`src/rtl/trpd_pkg.sv`:
```
// Shared types and constants for the run-length pixel decoder.
package trpd_pkg;

  localparam int unsigned BYTE_W     = 8;
  localparam int unsigned TOTAL_W    = 32;
  localparam int unsigned PHASE_W    = 2;
  localparam int unsigned CFG_IDX_W  = 2;
  localparam int unsigned RUN_FLAG_BIT = 7;

  // Configuration register indexes.
  typedef enum logic [CFG_IDX_W-1:0] {
    CFG_GRAYSCALE = 2'd0,
    CFG_ALPHA     = 2'd1,
    CFG_TOTAL     = 2'd2
  } trpd_cfg_idx_t;

  // Byte positions within a pixel.
  localparam logic [PHASE_W-1:0] PHASE_FIRST  = 2'd0;
  localparam logic [PHASE_W-1:0] PHASE_SECOND = 2'd1;
  localparam logic [PHASE_W-1:0] PHASE_THIRD  = 2'd2;
  localparam logic [PHASE_W-1:0] PHASE_FOURTH = 2'd3;

  typedef struct packed {
    logic               grayscale_mode;
    logic               alpha_present;
    logic [TOTAL_W-1:0] pixel_total;
  } trpd_cfg_t;

  typedef struct packed {
    logic [BYTE_W-1:0] red;
    logic [BYTE_W-1:0] green;
    logic [BYTE_W-1:0] blue;
    logic [BYTE_W-1:0] alpha;
    logic [BYTE_W-1:0] repeat_count;
    logic              image_last;
  } trpd_result_t;

endpackage

```
`src/rtl/tga_rle_pixel_decoder_unit.sv`:
```
// Top level of the run-length pixel decoder for Targa-style pixel data.
//
//   Channel  Handshake            Payload
//   -------  -------------------  --------------------------------------------
//   in       in_valid / in_stall  in_byte
//   out      out_valid/out_stall  red, green, blue, alpha, repeat_count,
//                                 image_last
//   cfg      cfg_valid/cfg_ready  cfg_index, cfg_data
//
// One byte is taken every cycle while in_stall is low; a completed pixel is
// registered in the output register, or in the skid entry if that is stalled.
// Reset is synchronous and active high; it clears the packet state, the pixel
// count and the configuration registers (pixel_total resets to one).
// A two-entry output buffer sits between the decoder and the out channel, so
// in_stall is high whenever both entries hold results.
// Configuration writes are always ready and apply from the next cycle.
module tga_rle_pixel_decoder_unit
  import trpd_pkg::*;
(
  input  logic                 clk,
  input  logic                 rst,

  input  logic                 in_valid,
  output logic                 in_stall,
  input  logic [BYTE_W-1:0]    in_byte,

  output logic                 out_valid,
  input  logic                 out_stall,
  output logic [BYTE_W-1:0]    red,
  output logic [BYTE_W-1:0]    green,
  output logic [BYTE_W-1:0]    blue,
  output logic [BYTE_W-1:0]    alpha,
  output logic [BYTE_W-1:0]    repeat_count,
  output logic                 image_last,

  input  logic                 cfg_valid,
  output logic                 cfg_ready,
  input  logic [CFG_IDX_W-1:0] cfg_index,
  input  logic [TOTAL_W-1:0]   cfg_data
);

  trpd_cfg_t    cfg;
  trpd_result_t res;
  trpd_result_t res_out;
  logic         res_valid;
  logic         buf_full;
  logic         accept;

  // The configuration port never pushes back.
  assign cfg_ready = 1'b1;

  // The decoder takes a byte whenever the skid entry is free, so a byte that
  // completes a pixel always finds room for its result.
  assign in_stall = buf_full;
  assign accept   = in_valid && !buf_full;

  trpd_cfg_regs u_cfg (
    .clk      (clk),
    .rst      (rst),
    .wr_en    (cfg_valid && cfg_ready),
    .wr_index (cfg_index),
    .wr_data  (cfg_data),
    .cfg      (cfg)
  );

  trpd_core u_core (
    .clk       (clk),
    .rst       (rst),
    .cfg       (cfg),
    .accept    (accept),
    .in_byte   (in_byte),
    .res_valid (res_valid),
    .res       (res)
  );

  trpd_out_buf u_buf (
    .clk       (clk),
    .rst       (rst),
    .push      (res_valid),
    .push_data (res),
    .full      (buf_full),
    .out_valid (out_valid),
    .out_stall (out_stall),
    .out_data  (res_out)
  );

  assign red          = res_out.red;
  assign green        = res_out.green;
  assign blue         = res_out.blue;
  assign alpha        = res_out.alpha;
  assign repeat_count = res_out.repeat_count;
  assign image_last   = res_out.image_last;

endmodule

```
`src/rtl/trpd_cfg_regs.sv`:
```
// Configuration registers of the run-length pixel decoder.
module trpd_cfg_regs
  import trpd_pkg::*;
(
  input  logic                 clk,
  input  logic                 rst,
  input  logic                 wr_en,
  input  logic [CFG_IDX_W-1:0] wr_index,
  input  logic [TOTAL_W-1:0]   wr_data,
  output trpd_cfg_t            cfg
);

  always_ff @(posedge clk) begin
    if (rst) begin
      cfg.grayscale_mode <= 1'b0;
      cfg.alpha_present  <= 1'b0;
      cfg.pixel_total    <= TOTAL_W'(1);
    end else if (wr_en) begin
      case (wr_index)
        CFG_GRAYSCALE: cfg.grayscale_mode <= wr_data[0];
        CFG_ALPHA:     cfg.alpha_present  <= wr_data[0];
        CFG_TOTAL:     cfg.pixel_total    <= wr_data;
        default:       ;
      endcase
    end
  end

endmodule

```
`src/rtl/trpd_core.sv`:
```
// Packet parsing, pixel assembly and image pixel counting.
module trpd_core
  import trpd_pkg::*;
(
  input  logic              clk,
  input  logic              rst,
  input  trpd_cfg_t         cfg,
  input  logic              accept,
  input  logic [BYTE_W-1:0] in_byte,
  output logic              res_valid,
  output trpd_result_t      res
);

  logic                 expect_header, expect_header_next;
  logic                 run_packet, run_packet_next;
  logic [BYTE_W-1:0]    packet_left, packet_left_next;
  logic [PHASE_W-1:0]   byte_phase, byte_phase_next;
  logic [4*BYTE_W-1:0]  pixel_assembly, pixel_assembly_next;
  logic [TOTAL_W-1:0]   pixels_done, pixels_done_next;

  logic [PHASE_W-1:0]   last_phase;
  logic [4*BYTE_W-1:0]  merged;
  logic [TOTAL_W-1:0]   total_eff;
  logic [TOTAL_W-1:0]   remaining;
  logic [BYTE_W-1:0]    count;
  logic                 last;

  // Index of the final byte of a pixel in the current mode.
  always_comb begin
    if (cfg.grayscale_mode) begin
      last_phase = cfg.alpha_present ? PHASE_SECOND : PHASE_FIRST;
    end else begin
      last_phase = cfg.alpha_present ? PHASE_FOURTH : PHASE_THIRD;
    end
  end

  // Drop the incoming byte into its channel; bytes with no channel are lost.
  always_comb begin
    merged = pixel_assembly;
    if (cfg.grayscale_mode) begin
      if (byte_phase == PHASE_FIRST) begin
        merged[7:0] = pixel_assembly[7:0] | in_byte;
      end else if (byte_phase == PHASE_SECOND && cfg.alpha_present) begin
        merged[31:24] = pixel_assembly[31:24] | in_byte;
      end
    end else begin
      case (byte_phase)
        PHASE_FIRST:  merged[23:16] = pixel_assembly[23:16] | in_byte;
        PHASE_SECOND: merged[15:8]  = pixel_assembly[15:8] | in_byte;
        PHASE_THIRD:  merged[7:0]   = pixel_assembly[7:0] | in_byte;
        PHASE_FOURTH: begin
          if (cfg.alpha_present) begin
            merged[31:24] = pixel_assembly[31:24] | in_byte;
          end
        end
        default: ;
      endcase
    end
  end

  // Pixels left in the image; a zero total counts as one pixel, and a total
  // lowered to or below the count done leaves one pixel to finish the image.
  assign total_eff = (cfg.pixel_total == '0) ? TOTAL_W'(1) : cfg.pixel_total;
  assign remaining = (pixels_done < total_eff) ? (total_eff - pixels_done) : TOTAL_W'(1);

  always_comb begin
    if (run_packet) begin
      count = (remaining < TOTAL_W'(packet_left)) ? remaining[BYTE_W-1:0] : packet_left;
    end else begin
      count = BYTE_W'(1);
    end
  end

  assign last = (TOTAL_W'(count) >= remaining);

  always_comb begin
    expect_header_next  = expect_header;
    run_packet_next     = run_packet;
    packet_left_next    = packet_left;
    byte_phase_next     = byte_phase;
    pixel_assembly_next = pixel_assembly;
    pixels_done_next    = pixels_done;
    res_valid           = 1'b0;
    res.red             = merged[7:0];
    res.green           = merged[15:8];
    res.blue            = merged[23:16];
    res.alpha           = merged[31:24];
    res.repeat_count    = count;
    res.image_last      = last;

    if (accept) begin
      if (expect_header) begin
        run_packet_next     = in_byte[RUN_FLAG_BIT];
        packet_left_next    = {1'b0, in_byte[RUN_FLAG_BIT-1:0]} + BYTE_W'(1);
        expect_header_next  = 1'b0;
        byte_phase_next     = PHASE_FIRST;
        pixel_assembly_next = '0;
      end else if (byte_phase < last_phase) begin
        byte_phase_next     = byte_phase + PHASE_W'(1);
        pixel_assembly_next = merged;
      end else begin
        res_valid           = 1'b1;
        byte_phase_next     = PHASE_FIRST;
        pixel_assembly_next = '0;
        if (last) begin
          pixels_done_next   = '0;
          packet_left_next   = '0;
          expect_header_next = 1'b1;
        end else begin
          pixels_done_next = pixels_done + TOTAL_W'(count);
          if (run_packet) begin
            packet_left_next   = '0;
            expect_header_next = 1'b1;
          end else begin
            packet_left_next = packet_left - BYTE_W'(1);
            if (packet_left == BYTE_W'(1)) begin
              expect_header_next = 1'b1;
            end
          end
        end
      end
    end
  end

  always_ff @(posedge clk) begin
    if (rst) begin
      expect_header  <= 1'b1;
      run_packet     <= 1'b0;
      packet_left    <= '0;
      byte_phase     <= PHASE_FIRST;
      pixel_assembly <= '0;
      pixels_done    <= '0;
    end else begin
      expect_header  <= expect_header_next;
      run_packet     <= run_packet_next;
      packet_left    <= packet_left_next;
      byte_phase     <= byte_phase_next;
      pixel_assembly <= pixel_assembly_next;
      pixels_done    <= pixels_done_next;
    end
  end

endmodule

```
`src/rtl/trpd_out_buf.sv`:
```
// Result register with a skid stage so the input never waits on a fresh stall.
module trpd_out_buf
  import trpd_pkg::*;
(
  input  logic         clk,
  input  logic         rst,
  input  logic         push,
  input  trpd_result_t push_data,
  output logic         full,
  output logic         out_valid,
  input  logic         out_stall,
  output trpd_result_t out_data
);

  logic         main_valid;
  logic         skid_valid;
  trpd_result_t main_data;
  trpd_result_t skid_data;
  logic         pop;

  assign pop       = main_valid && !out_stall;
  assign full      = skid_valid;
  assign out_valid = main_valid;
  assign out_data  = main_data;

  always_ff @(posedge clk) begin
    if (rst) begin
      main_valid <= 1'b0;
      skid_valid <= 1'b0;
    end else if (!main_valid || pop) begin
      if (skid_valid) begin
        main_valid <= 1'b1;
        skid_valid <= 1'b0;
      end else begin
        main_valid <= push;
      end
    end else if (push) begin
      skid_valid <= 1'b1;
    end
  end

  always_ff @(posedge clk) begin
    if (!main_valid || pop) begin
      main_data <= skid_valid ? skid_data : push_data;
    end
    if (push && main_valid && !pop) begin
      skid_data <= push_data;
    end
  end

endmodule
```
`config.mk`:
```
export PLATFORM = sky130hd
export DESIGN_NAME = tga_rle_pixel_decoder_unit
export DESIGN_NICKNAME = d
export VERILOG_FILES = /design/src/rtl/trpd_pkg.sv /design/src/rtl/tga_rle_pixel_decoder_unit.sv /design/src/rtl/trpd_cfg_regs.sv /design/src/rtl/trpd_core.sv /design/src/rtl/trpd_out_buf.sv
export SDC_FILE = /design/constraint.sdc
export NUM_CORES = 1
export LEC_CHECK = 0
export BUFFER_PORTS_ARGS = -buffer_cell sky130_fd_sc_hd__buf_2
export CAP_MARGIN = 20
export CORE_ASPECT_RATIO = 0.8
export CORE_MARGIN = 5
export CORE_UTILIZATION = 50
export DETAILED_ROUTE_END_ITERATION = 8
export GPL_TIMING_DRIVEN = 0
export HOLD_SLACK_MARGIN = 0.08
export PLACE_DENSITY_LB_ADDON = 0.05
export SYNTH_ARGS = -nofsm -noshare
export SYNTH_HDL_FRONTEND = slang
export SYNTH_SLANG_ARGS = --single-unit
```
`constraint.sdc`:
```
create_clock -name clk -period 8.7 [get_ports clk]
set_input_delay 2.61 -clock clk [delete_from_list [all_inputs] [get_ports clk]]
set_output_delay 2.61 -clock clk [all_outputs]
set_load 0.02 [all_outputs]
```
Word level (Yosys, flattened, before mapping)

Index checks and enable logic that the tools add are counted.

Flip-flop bits (word level): 194
Latch bits: 0
Bits in writable memories: 0
Bits in read-only memories: 0
Bits of input ports: 47
Output and inout port bits: 44
Logic and storage cells: 102
Memories kept: 0

$add $sub $neg: 5
Multiply operators: 0
Div/mod/pow operators: 0
Magnitude comparators: 4
Equal/unequal tests: 7
Shifts and indexed selects: 0
Mux-type cells: 37
Bitwise operators: 6
Reduce and logical (&&, ||, !) cells: 20

Operators by type and width:

| kind                | number |
|---|---|
| $mux 32             | 5 |
| $mux 8              | 16 |
| $mux 41             | 1 |
| $add 32x8->32       | 1 |
| $ge 8x32->1         | 1 |
| $logic_not 32->1    | 1 |
| $lt 32x32->1        | 1 |
| $lt 32x8->1         | 1 |
| $or 8x8->8          | 4 |
| $sub 32x32->32      | 1 |
| $mux 16             | 1 |
| $mux 1              | 11 |
| $reduce_and 2->1    | 5 |
| $add 7x1->8 const B | 1 |
| $eq 8x1->1 const B  | 1 |
| $sub 8x1->8 const B | 1 |
| $eq 2x2->1 const B  | 3 |
| $mux 2              | 3 |
| $logic_and 1x1->1   | 5 |
| $eq 2x1->1 const B  | 2 |
| $logic_not 1->1     | 4 |
| $logic_not 2->1     | 2 |
| $reduce_and 3->1    | 1 |
| $add 2x1->2 const B | 1 |
| 5 further kinds     | 6 |

Depth between registers and ports, before layout

Gate-level depths: netlist of run 1.

Depth in word-level cells: 11
Depth in mapped cells: 37
Depth with buffers taken out: 35

By module

A second synthesis of run 1 with hierarchy kept.

Cells, all modules: 1191
Area total of the unflattened synthesis: 11568.6 um^2

Modules (own cells, without submodules):

| module                     | instances | cells each | area each (um^2) | sequential area each (um^2) |
|---|---|---|---|---|
| trpd_core                  | 1         | 904        | 6760.2           | 1521.5 |
| trpd_out_buf               | 1         | 135        | 3225.6           | 2502.4 |
| trpd_cfg_regs              | 1         | 149        | 1557.7           | 680.7 |
| tga_rle_pixel_decoder_unit | 1         | 3          | 25.0             | 0.0 |

Least setup slack after synthesis of run 1

No wires, ideal clock.

Path kind: register -> register
Start: register, netlist name u_cfg.cfg[24]
End: register u_core.pixels_done[22]
Library setup time: 117 ps
Data arrival time: 6442 ps
Data required time: 8583 ps
Setup slack: 2141 ps
Stages on the path, launching flop included: 37
Buffers on the path: 1
Clock period less this slack: 6559 ps
Cells stage by stage: dfxtp_1 > nor4_1 > nand4_1 > nor2_1 > nor2_1 > ha_1 > fa_1 > nand3b_1 > a211oi_1 > o21ai_1 > nand2_1 > a211o_1 > and2_1 > buf_2 > nand2_1 > inv_1 > ha_1 > a21o_1 > a21o_1 > a21oi_1 > nor2b_1 > a32o_1 > and4_1 > a32oi_1 > ha_1 > fa_1 > a21o_1 > a21oi_1 > o21bai_1 > a21oi_1 > nor2b_1 > o21a_1 > o21ai_0 > nor3_1 > nand4_1 > xnor2_1 > nor2_1

RTL lines:

| item                 | RTL line         | source |
|---|---|---|
| to (signal assigned) | trpd_core.sv:139 | `pixels_done <= pixels_done_next;` |
| to (decl)            | trpd_core.sv:19  | `logic [TOTAL_W-1:0] pixels_done, pixels_done_next;` |

==> results of run 1 <==
-- Yosys cell counts, types with 32 or more instances --
master	n	area (sq um)
a21o_1	42	315
a21oi_1	102	510
clkbuf_1	68	255
dfxtp_1	112	2240
edfxtp_1	82	2460
ha_1	63	788
inv_1	64	240
mux2_2	38	428
nand2_1	136	510
nand3_1	32	160
nor2_1	102	383
o21ai_0	38	190
xnor2_1	40	350
-- power by group --
group	switching, mW	total (mW)	leakage, nW	internal [mW]
clock	0.449	0.859	0.312	0.409
combinational	0.254	0.413	3.17	0.159
sequential	0.0153	0.988	1.82	0.973
-- worst min-delay path: stages, from the launching register on --
cell	delay (ps)
dfxtp_1	330
nand2_1	50
a21oi_1	50
-- flip-flops by register name, summed over array words and instances (netlist names), 2 cells and up --
name	flops
u_buf.out_data	41
u_buf.skid_data	41
u_cfg.cfg	34
u_core.pixel_assembly	32
u_core.pixels_done	32
u_core.packet_left	8
u_core.byte_phase	2
-- worst paths after layout --
check / from / to / slack [ps] / cells past startpoint
setup reg to reg: u_cfg.cfg[16]$_SDFFE_PP0P_ / u_core.pixels_done[22]$_SDFFE_PP0P_ / 670 / 36
hold reg to reg: u_cfg.cfg[28]$_SDFFE_PP0P_ / u_cfg.cfg[28]$_SDFFE_PP0P_ / 470 / 2
setup / recovery: u_cfg.cfg[16]$_SDFFE_PP0P_ / u_core.pixels_done[22]$_SDFFE_PP0P_ / 670 / 36
hold / removal: u_cfg.cfg[28]$_SDFFE_PP0P_ / u_cfg.cfg[28]$_SDFFE_PP0P_ / 470 / 2
-- per-layer routing --
metal  up-vias  part of all wire  global-route usage  routed length (microns)
li1       4408                 -                   -                        -
met1      4225              0.51               0.342                    14200
met2       219              0.43               0.346                    12000
met3        23             0.052              0.0352                     1470
met4         2             0.011              0.0475                      299
met5         -           0.00071                   0                       20
-- area by class of cell --
cell class              instances  area share
plain buffers                  83      0.0269
clock buffers                  17      0.0346
clock inverters                15      0.0182
flip-flops and latches        194       0.383
inverters                      65      0.0199
repair buffers                 86      0.0375
multi-input cells             837       0.452
well taps                     275      0.0280
-- cell families (layout without fill, tap and decap cells) --
group,after synthesis,count (layout)
other cells,1,1
buf+inv,148,266
mux,40,40
flops,194,194
fa+ha+maj,65,65
xor+xnor,53,53
compound gates,292,292
simple gates,386,386
==> impl_summary.txt, run 1 <==
----------------------------------------------------
[Clock tree]
  Number of buffers added for setup after CTS ... 0
  Clock sink count ... 194
  CTS tree ... built
  Clock-pin transition on the worst setup and hold timing paths ... 100 ps
  Number of buffers created by CTS ... 17
  Clk Latency, worst-skew pair ... 450 ps
  CTS Hold Bufs ... 0
  H-tree levels ... 4
  Post-CTS Resized ... 0
  Number of buffers on the longest clock path ... 2
  Buffer type at the clock tree root ... clkbuf_16

[Floorplan]
  Placeable core region ... 21400 sq um
  Initial core utilization ... 0.504
  Height of the chip ... 142 microns
  Total I/O pin count ... 91
  Chip Width ... 174 microns
  Die area ... 24700 sq um
  Standard-cell rows ... 48

[Placed design]
  Placed cell area ... 11600 sq um
  Placed cell count ... 1540
  # port buffers ... 83
  Final weighted congestion in routability-driven placement ... 0.890
  Setup Slack @ Placement ... 541 ps
  HPWL Detailed ... 20.9 mm

[Logic synthesis]
  Mean cell area of the mapped netlist ... 9.17 sq um
  Synth unique cells ... 78
  Combinational family with the most area after synthesis ... compound AO/OA/AOI/OAI gates
  Warnings, synthesis ... 0
  Net count after synthesis ... 1291
  Register bit total from synthesis ... 194
  Cell Area, Synth ... 10800 sq um
  Instance count of the mapped netlist ... 1179
  Top FF cell, synth ... dfxtp_1
  Fraction of the mapped netlist area in adder cells ... 0.0766
  Number of enable flip-flop cells after synthesis ... 82
  Share of synthesized area spent on multiplexers ... 0.0414
  Post-synthesis simple-gate area fraction ... 0.167
  Sequential area share after synthesis ... 0.435
  Area fraction in compound gates after synthesis ... 0.183
  Share of the synthesized netlist area taken by xor and xnor gates ... 0.0429
  Share of flip-flops with an asynchronous set or reset after synthesis ... 0

[Setup path]
  Critical Path End Type ... register
  Top delay family on crit path ... compound AO/OA/AOI/OAI gates
  Critical Path Start Type ... register
  Peak per-stage delay on the critical path ... 520 ps
  Critical path's slowest cell ... o21ai_1
  WS Path Type ... register to register
  Worst path bufs/invs ... 2
  Crit path arrival time ... 8380 ps
  Crit path required time ... 9050 ps
  Peak fanout along the critical path ... 9

[Final layout]
  Commonest cells after routing, fill and taps aside ... nand2_1, dfxtp_1, a21oi_1, nor2_1, buf_2
  Fraction of final layout cells with drive strength greater than 1 ... 0.147
  Layout overhead on the synthesized area ... 13.5%
  Total area of sequential cells ... 4700 sq um
  Area of the multi-input gates ... 5550 sq um
  Post-route insts no fill ... 1572
  Fraction of the core area covered by cells at the end of the flow ... 0.573
  Final Cell Area ... 12300 sq um
  Number of nets in the finished design ... 1396
  Number of filler instances in the final layout ... 1900
  Antenna diodes ... 0
  Most common cell after layout, fill and taps aside ... nand2_1

[GRT]
  Number of antenna violations at the first check in global routing ... 1
  Largest net degree at the start of global routing ... 29
  Global-route usage over all layers ... 0.227
  Vias in the first global route ... 8487
  Wire length of the first global-routing pass ... 45.0 mm
  Total global routing overflow ... 0

[Route]
  DRC violation count after routing ... 0
  Routed Antenna Nets ... 0
  Routed wire per std cell ... 17.8 microns
  Detailed-router iteration count before antenna repair ... 6
  Count of routing violations after the opening detailed-route iteration ... 637
  Routed Wire Length ... 28.0 mm
  Routed via count ... 8877
  Via density per instance ... 5.65

[STA]
  Final slew viol count ... 0
  Clock period minus worst slack ... 8030 ps
  Slew at the pin with the worst max-slew slack ... 895 ps
  Hold WS ... 472 ps
  RSZ-0062 raised after global routing ... no
  Period Utilization, post-route ... 0.923
  Final-report setup violation count ... 0
  Setup TNS after final layout ... 0 ps
  Maximum operating frequency ... 124 MHz
  Worst slew margin ... 0.398
  Layout Skew ... 21.8 ps
  Number of endpoints with negative hold slack in the final report ... 0
  Final worst setup slack ... 667 ps

[Job]
  Maximum capacitance violations ... 0

[Pwr]
  Leakage ... 5.30 nW
  Power Dens Cells ... 184 nW/um^2
  Overall power ... 2.26 mW
  Max rail drop VDD ... 0.133 mV

[Worst hold path]
  Worst hold path type ... register to register

[Run status]
  Run status ... finished clean

----------------------------------------------------
Power figures use the tool's default switching activity.
==> inputs of run 2 (changes only) <==
CORE_UTILIZATION = 25   (was 50)
CTS_CLUSTER_SIZE = 14   (was default)
SLEW_MARGIN = 10   (was default)
==> impl_summary.txt, run 2 (synthesized netlist as in run 1, its figures left out) <==
----------------------------------------------------
[Placed design]
  # port buffers ... 83 (unchanged)
  Setup Slack @ Placement ... -37.1 ps (-578 ps)
  Placed cell count ... 1825 (+19%)
  HPWL Detailed ... 26.4 mm (+26%)
  Final weighted congestion in routability-driven placement ... 0.782 (-12%)

[Setup path]
  Critical Path End Type ... register
  Critical Path Start Type ... register
  Crit path arrival time ... 8440 ps (+60 ps)
  Register-to-register setup slack ... 600 ps (-60 ps)
  Peak fanout along the critical path ... 9 (unchanged)
  Peak per-stage delay on the critical path ... 410 ps (-110 ps)
  Critical path's slowest cell ... fa_1
  Number of cells traversed by the worst register-to-register path ... 36 (unchanged)
  R2r startpoint ... u_cfg.cfg[16]$_SDFFE_PP0P_
  Crit path required time ... 9050 ps (about the same)
  Worst r2r dst ... u_core.pixels_done[24]$_SDFFE_PP0P_
  WS Path Type ... register to register

[Route]
  Via density per instance ... 4.72 (-16%)
  DRC violation count after routing ... 0 (unchanged)
  Routed wire per std cell ... 18.4 microns (+3.5%)
  Routed Wire Length ... 34.2 mm (+22%)
  Routed Antenna Nets ... 0 (unchanged)
  Count of routing violations after the opening detailed-route iteration ... 536 (-16%)
  Detailed-router iteration count before antenna repair ... 5 (-1)
  Routed via count ... 8760 (-1.3%)

[Final layout]
  Fraction of final layout cells with drive strength greater than 1 ... 0.150 (+0.00308)
  Post-route insts no fill ... 1857 (+18%)
  Most common cell after layout, fill and taps aside ... nand2_1
  Number of nets in the finished design ... 1396 (unchanged)
  Layout overhead on the synthesized area ... 16.8%
  Area of the multi-input gates ... 5560 sq um (+0.27%)
  Commonest cells after routing, fill and taps aside ... nand2_1, dfxtp_1, a21oi_1, nor2_1, buf_2
  Number of filler instances in the final layout ... 4593 (+140%)
  Total area of sequential cells ... 4700 sq um (unchanged)
  Antenna diodes ... 0 (unchanged)

[Clock tree]
  Clock-pin transition on the worst setup and hold timing paths ... 80 ps (-20 ps)
  Number of buffers on the longest clock path ... 2 (unchanged)
  Buffer type at the clock tree root ... clkbuf_16
  CTS tree ... built
  Clk Latency, worst-skew pair ... 460 ps (about the same)
  Number of buffers created by CTS ... 17 (unchanged)
  CTS Hold Bufs ... 0 (unchanged)
  H-tree levels ... 4 (unchanged)
  Clock sink count ... 194 (unchanged)

[STA]
  Worst slew margin ... 0.427 (+0.0295)
  Number of endpoints with negative hold slack in the final report ... 0 (unchanged)
  Final slew viol count ... 0 (unchanged)
  Maximum operating frequency ... 124 MHz (-0.77%)
  Hold WS ... 468 ps (-3.78 ps)
  Layout Skew ... 15.3 ps (-6.48 ps)
  Setup TNS after final layout ... 0 ps (unchanged)
  Clock period minus worst slack ... 8100 ps (+62.1 ps)
  RSZ-0062 raised after global routing ... no
  Period Utilization, post-route ... 0.930 (+0.00714)
  Slew at the pin with the worst max-slew slack ... 852 ps (-42.6 ps)
  Final worst setup slack ... 605 ps (-62.1 ps)
  Final-report setup violation count ... 0 (unchanged)

[Floorplan]
  Standard-cell rows ... 68 (+42%)
  Die area ... 47600 sq um (+93%)
  Placeable core region ... 43000 sq um (+100%)
  Height of the chip ... 196 microns (+38%)
  Chip Width ... 243 microns (+39%)
  Initial core utilization ... 0.252 (-0.253)
  Total I/O pin count ... 91 (unchanged)

[Worst hold path]
  Hold Path Stages ... 2 (unchanged)
  Hold_sp ... u_core.pixel_assembly[5]$_SDFFE_PP0P_
  Worst hold path type ... register to register
  Destination of the worst hold path ... u_core.pixel_assembly[5]$_SDFFE_PP0P_

[Pwr]
  Power Dens Cells ... 181 nW/um^2 (-1.8%)
  Max rail drop VDD ... 0.132 mV (-0.92%)
  Leakage ... 5.30 nW (about the same)

[GRT]
  Largest net degree at the start of global routing ... 32 (+10%)
  Met1 Resource Use GR ... 0.236 (-0.107)
  Vias in the first global route ... 8635 (+1.7%)
  Global-route usage over all layers ... 0.145 (-0.0815)
  Wire length of the first global-routing pass ... 53.5 mm (+19%)
  GR Layer Usage met2 ... 0.194 (-0.152)
  Total global routing overflow ... 0 (unchanged)
  Met3 Track Usage GR ... 0.0336 (-0.00152)
  Number of antenna violations at the first check in global routing ... 0 (-1)
  Most utilized layer in the global route result ... met1

[Job]
  Maximum capacitance violations ... 0 (unchanged)

[Run status]
  Run status ... finished clean

----------------------------------------------------
==> run 2: cell types whose count changed in the layout (fill, tap and decap cells not counted), sizes merged <==
cell    delta
clkinv     -2
bufinv     +2
inv        -3
clkbuf     +3
==> run 2: power by group <==
part	internal (mW)	switching (mW)
Sequential	0.973	0.0171
Combinational	0.159	0.271
Clock	0.461	0.402
==> run 2: through the flow <==
stage	instance area, sq um	total power, mW	util
after global routing	12600	2.41	0.294
after CTS	12600	2.32	0.294
after global placement	11900	1.44	0.278
after floorplan	10800	1.31	-
final	12600	2.28	0.294
after detailed placement	12000	1.44	0.279
==> run 2: per-layer routing <==
metal,up-vias,wire (microns)
li1,4413,-
met1,4180,19500
met2,156,13100
met3,11,1400
met4,0,252
met5,-,0
==> run 2: worst max path at each step <==
stage | startpoint | end | slack [ps] | cells after the start
after floorplan | u_cfg.cfg[24]$_SDFFE_PP0P_ | u_core.pixels_done[22]$_SDFFE_PP0P_ | 2140 | 36
after global placement | u_cfg.cfg[16]$_SDFFE_PP0P_ | u_core.pixels_done[22]$_SDFFE_PP0P_ | -90 | 36
after detailed placement | u_cfg.cfg[16]$_SDFFE_PP0P_ | u_core.pixels_done[22]$_SDFFE_PP0P_ | -40 | 36
after CTS | u_cfg.cfg[16]$_SDFFE_PP0P_ | u_core.pixels_done[25]$_SDFFE_PP0P_ | 160 | 36
after global routing | u_cfg.cfg[16]$_SDFFE_PP0P_ | u_core.pixels_done[27]$_SDFFE_PP0P_ | 7 | 36
final | u_cfg.cfg[16]$_SDFFE_PP0P_ | u_core.pixels_done[24]$_SDFFE_PP0P_ | 600 | 36
==> run 2: worst max-delay path: cells and delay by family (launching register included) <==
| kind | cells | cell delay [ps] |
|---|---|---|
| AO/OA/AOI/OAI | 14 | 3060 |
| AND/OR/NAND/NOR | 14 | 2610 |
| adder cells (fa/ha/maj) | 5 | 1550 |
| flip-flops | 1 | 330 |
| buffers and inverters | 2 | 280 |
| XOR/XNOR | 1 | 130 |
==> run 2: cell type report <==
type,count,area share
Tap cell,560,0.0555
Clock buffer,20,0.0370
Clock inverter,12,0.0125
Timing Repair Buffer,86,0.0366
Multi-Input combinational cell,837,0.440
Inverter,65,0.0193
Sequential cell,194,0.372
Buffer,83,0.0263
==> run 2: what timing repair did <==
action	4_1_cts	5_1_grt
pin swaps	0	0
setup endpoints to repair	6	20
buffers inserted	0	0
resized for setup	1	7
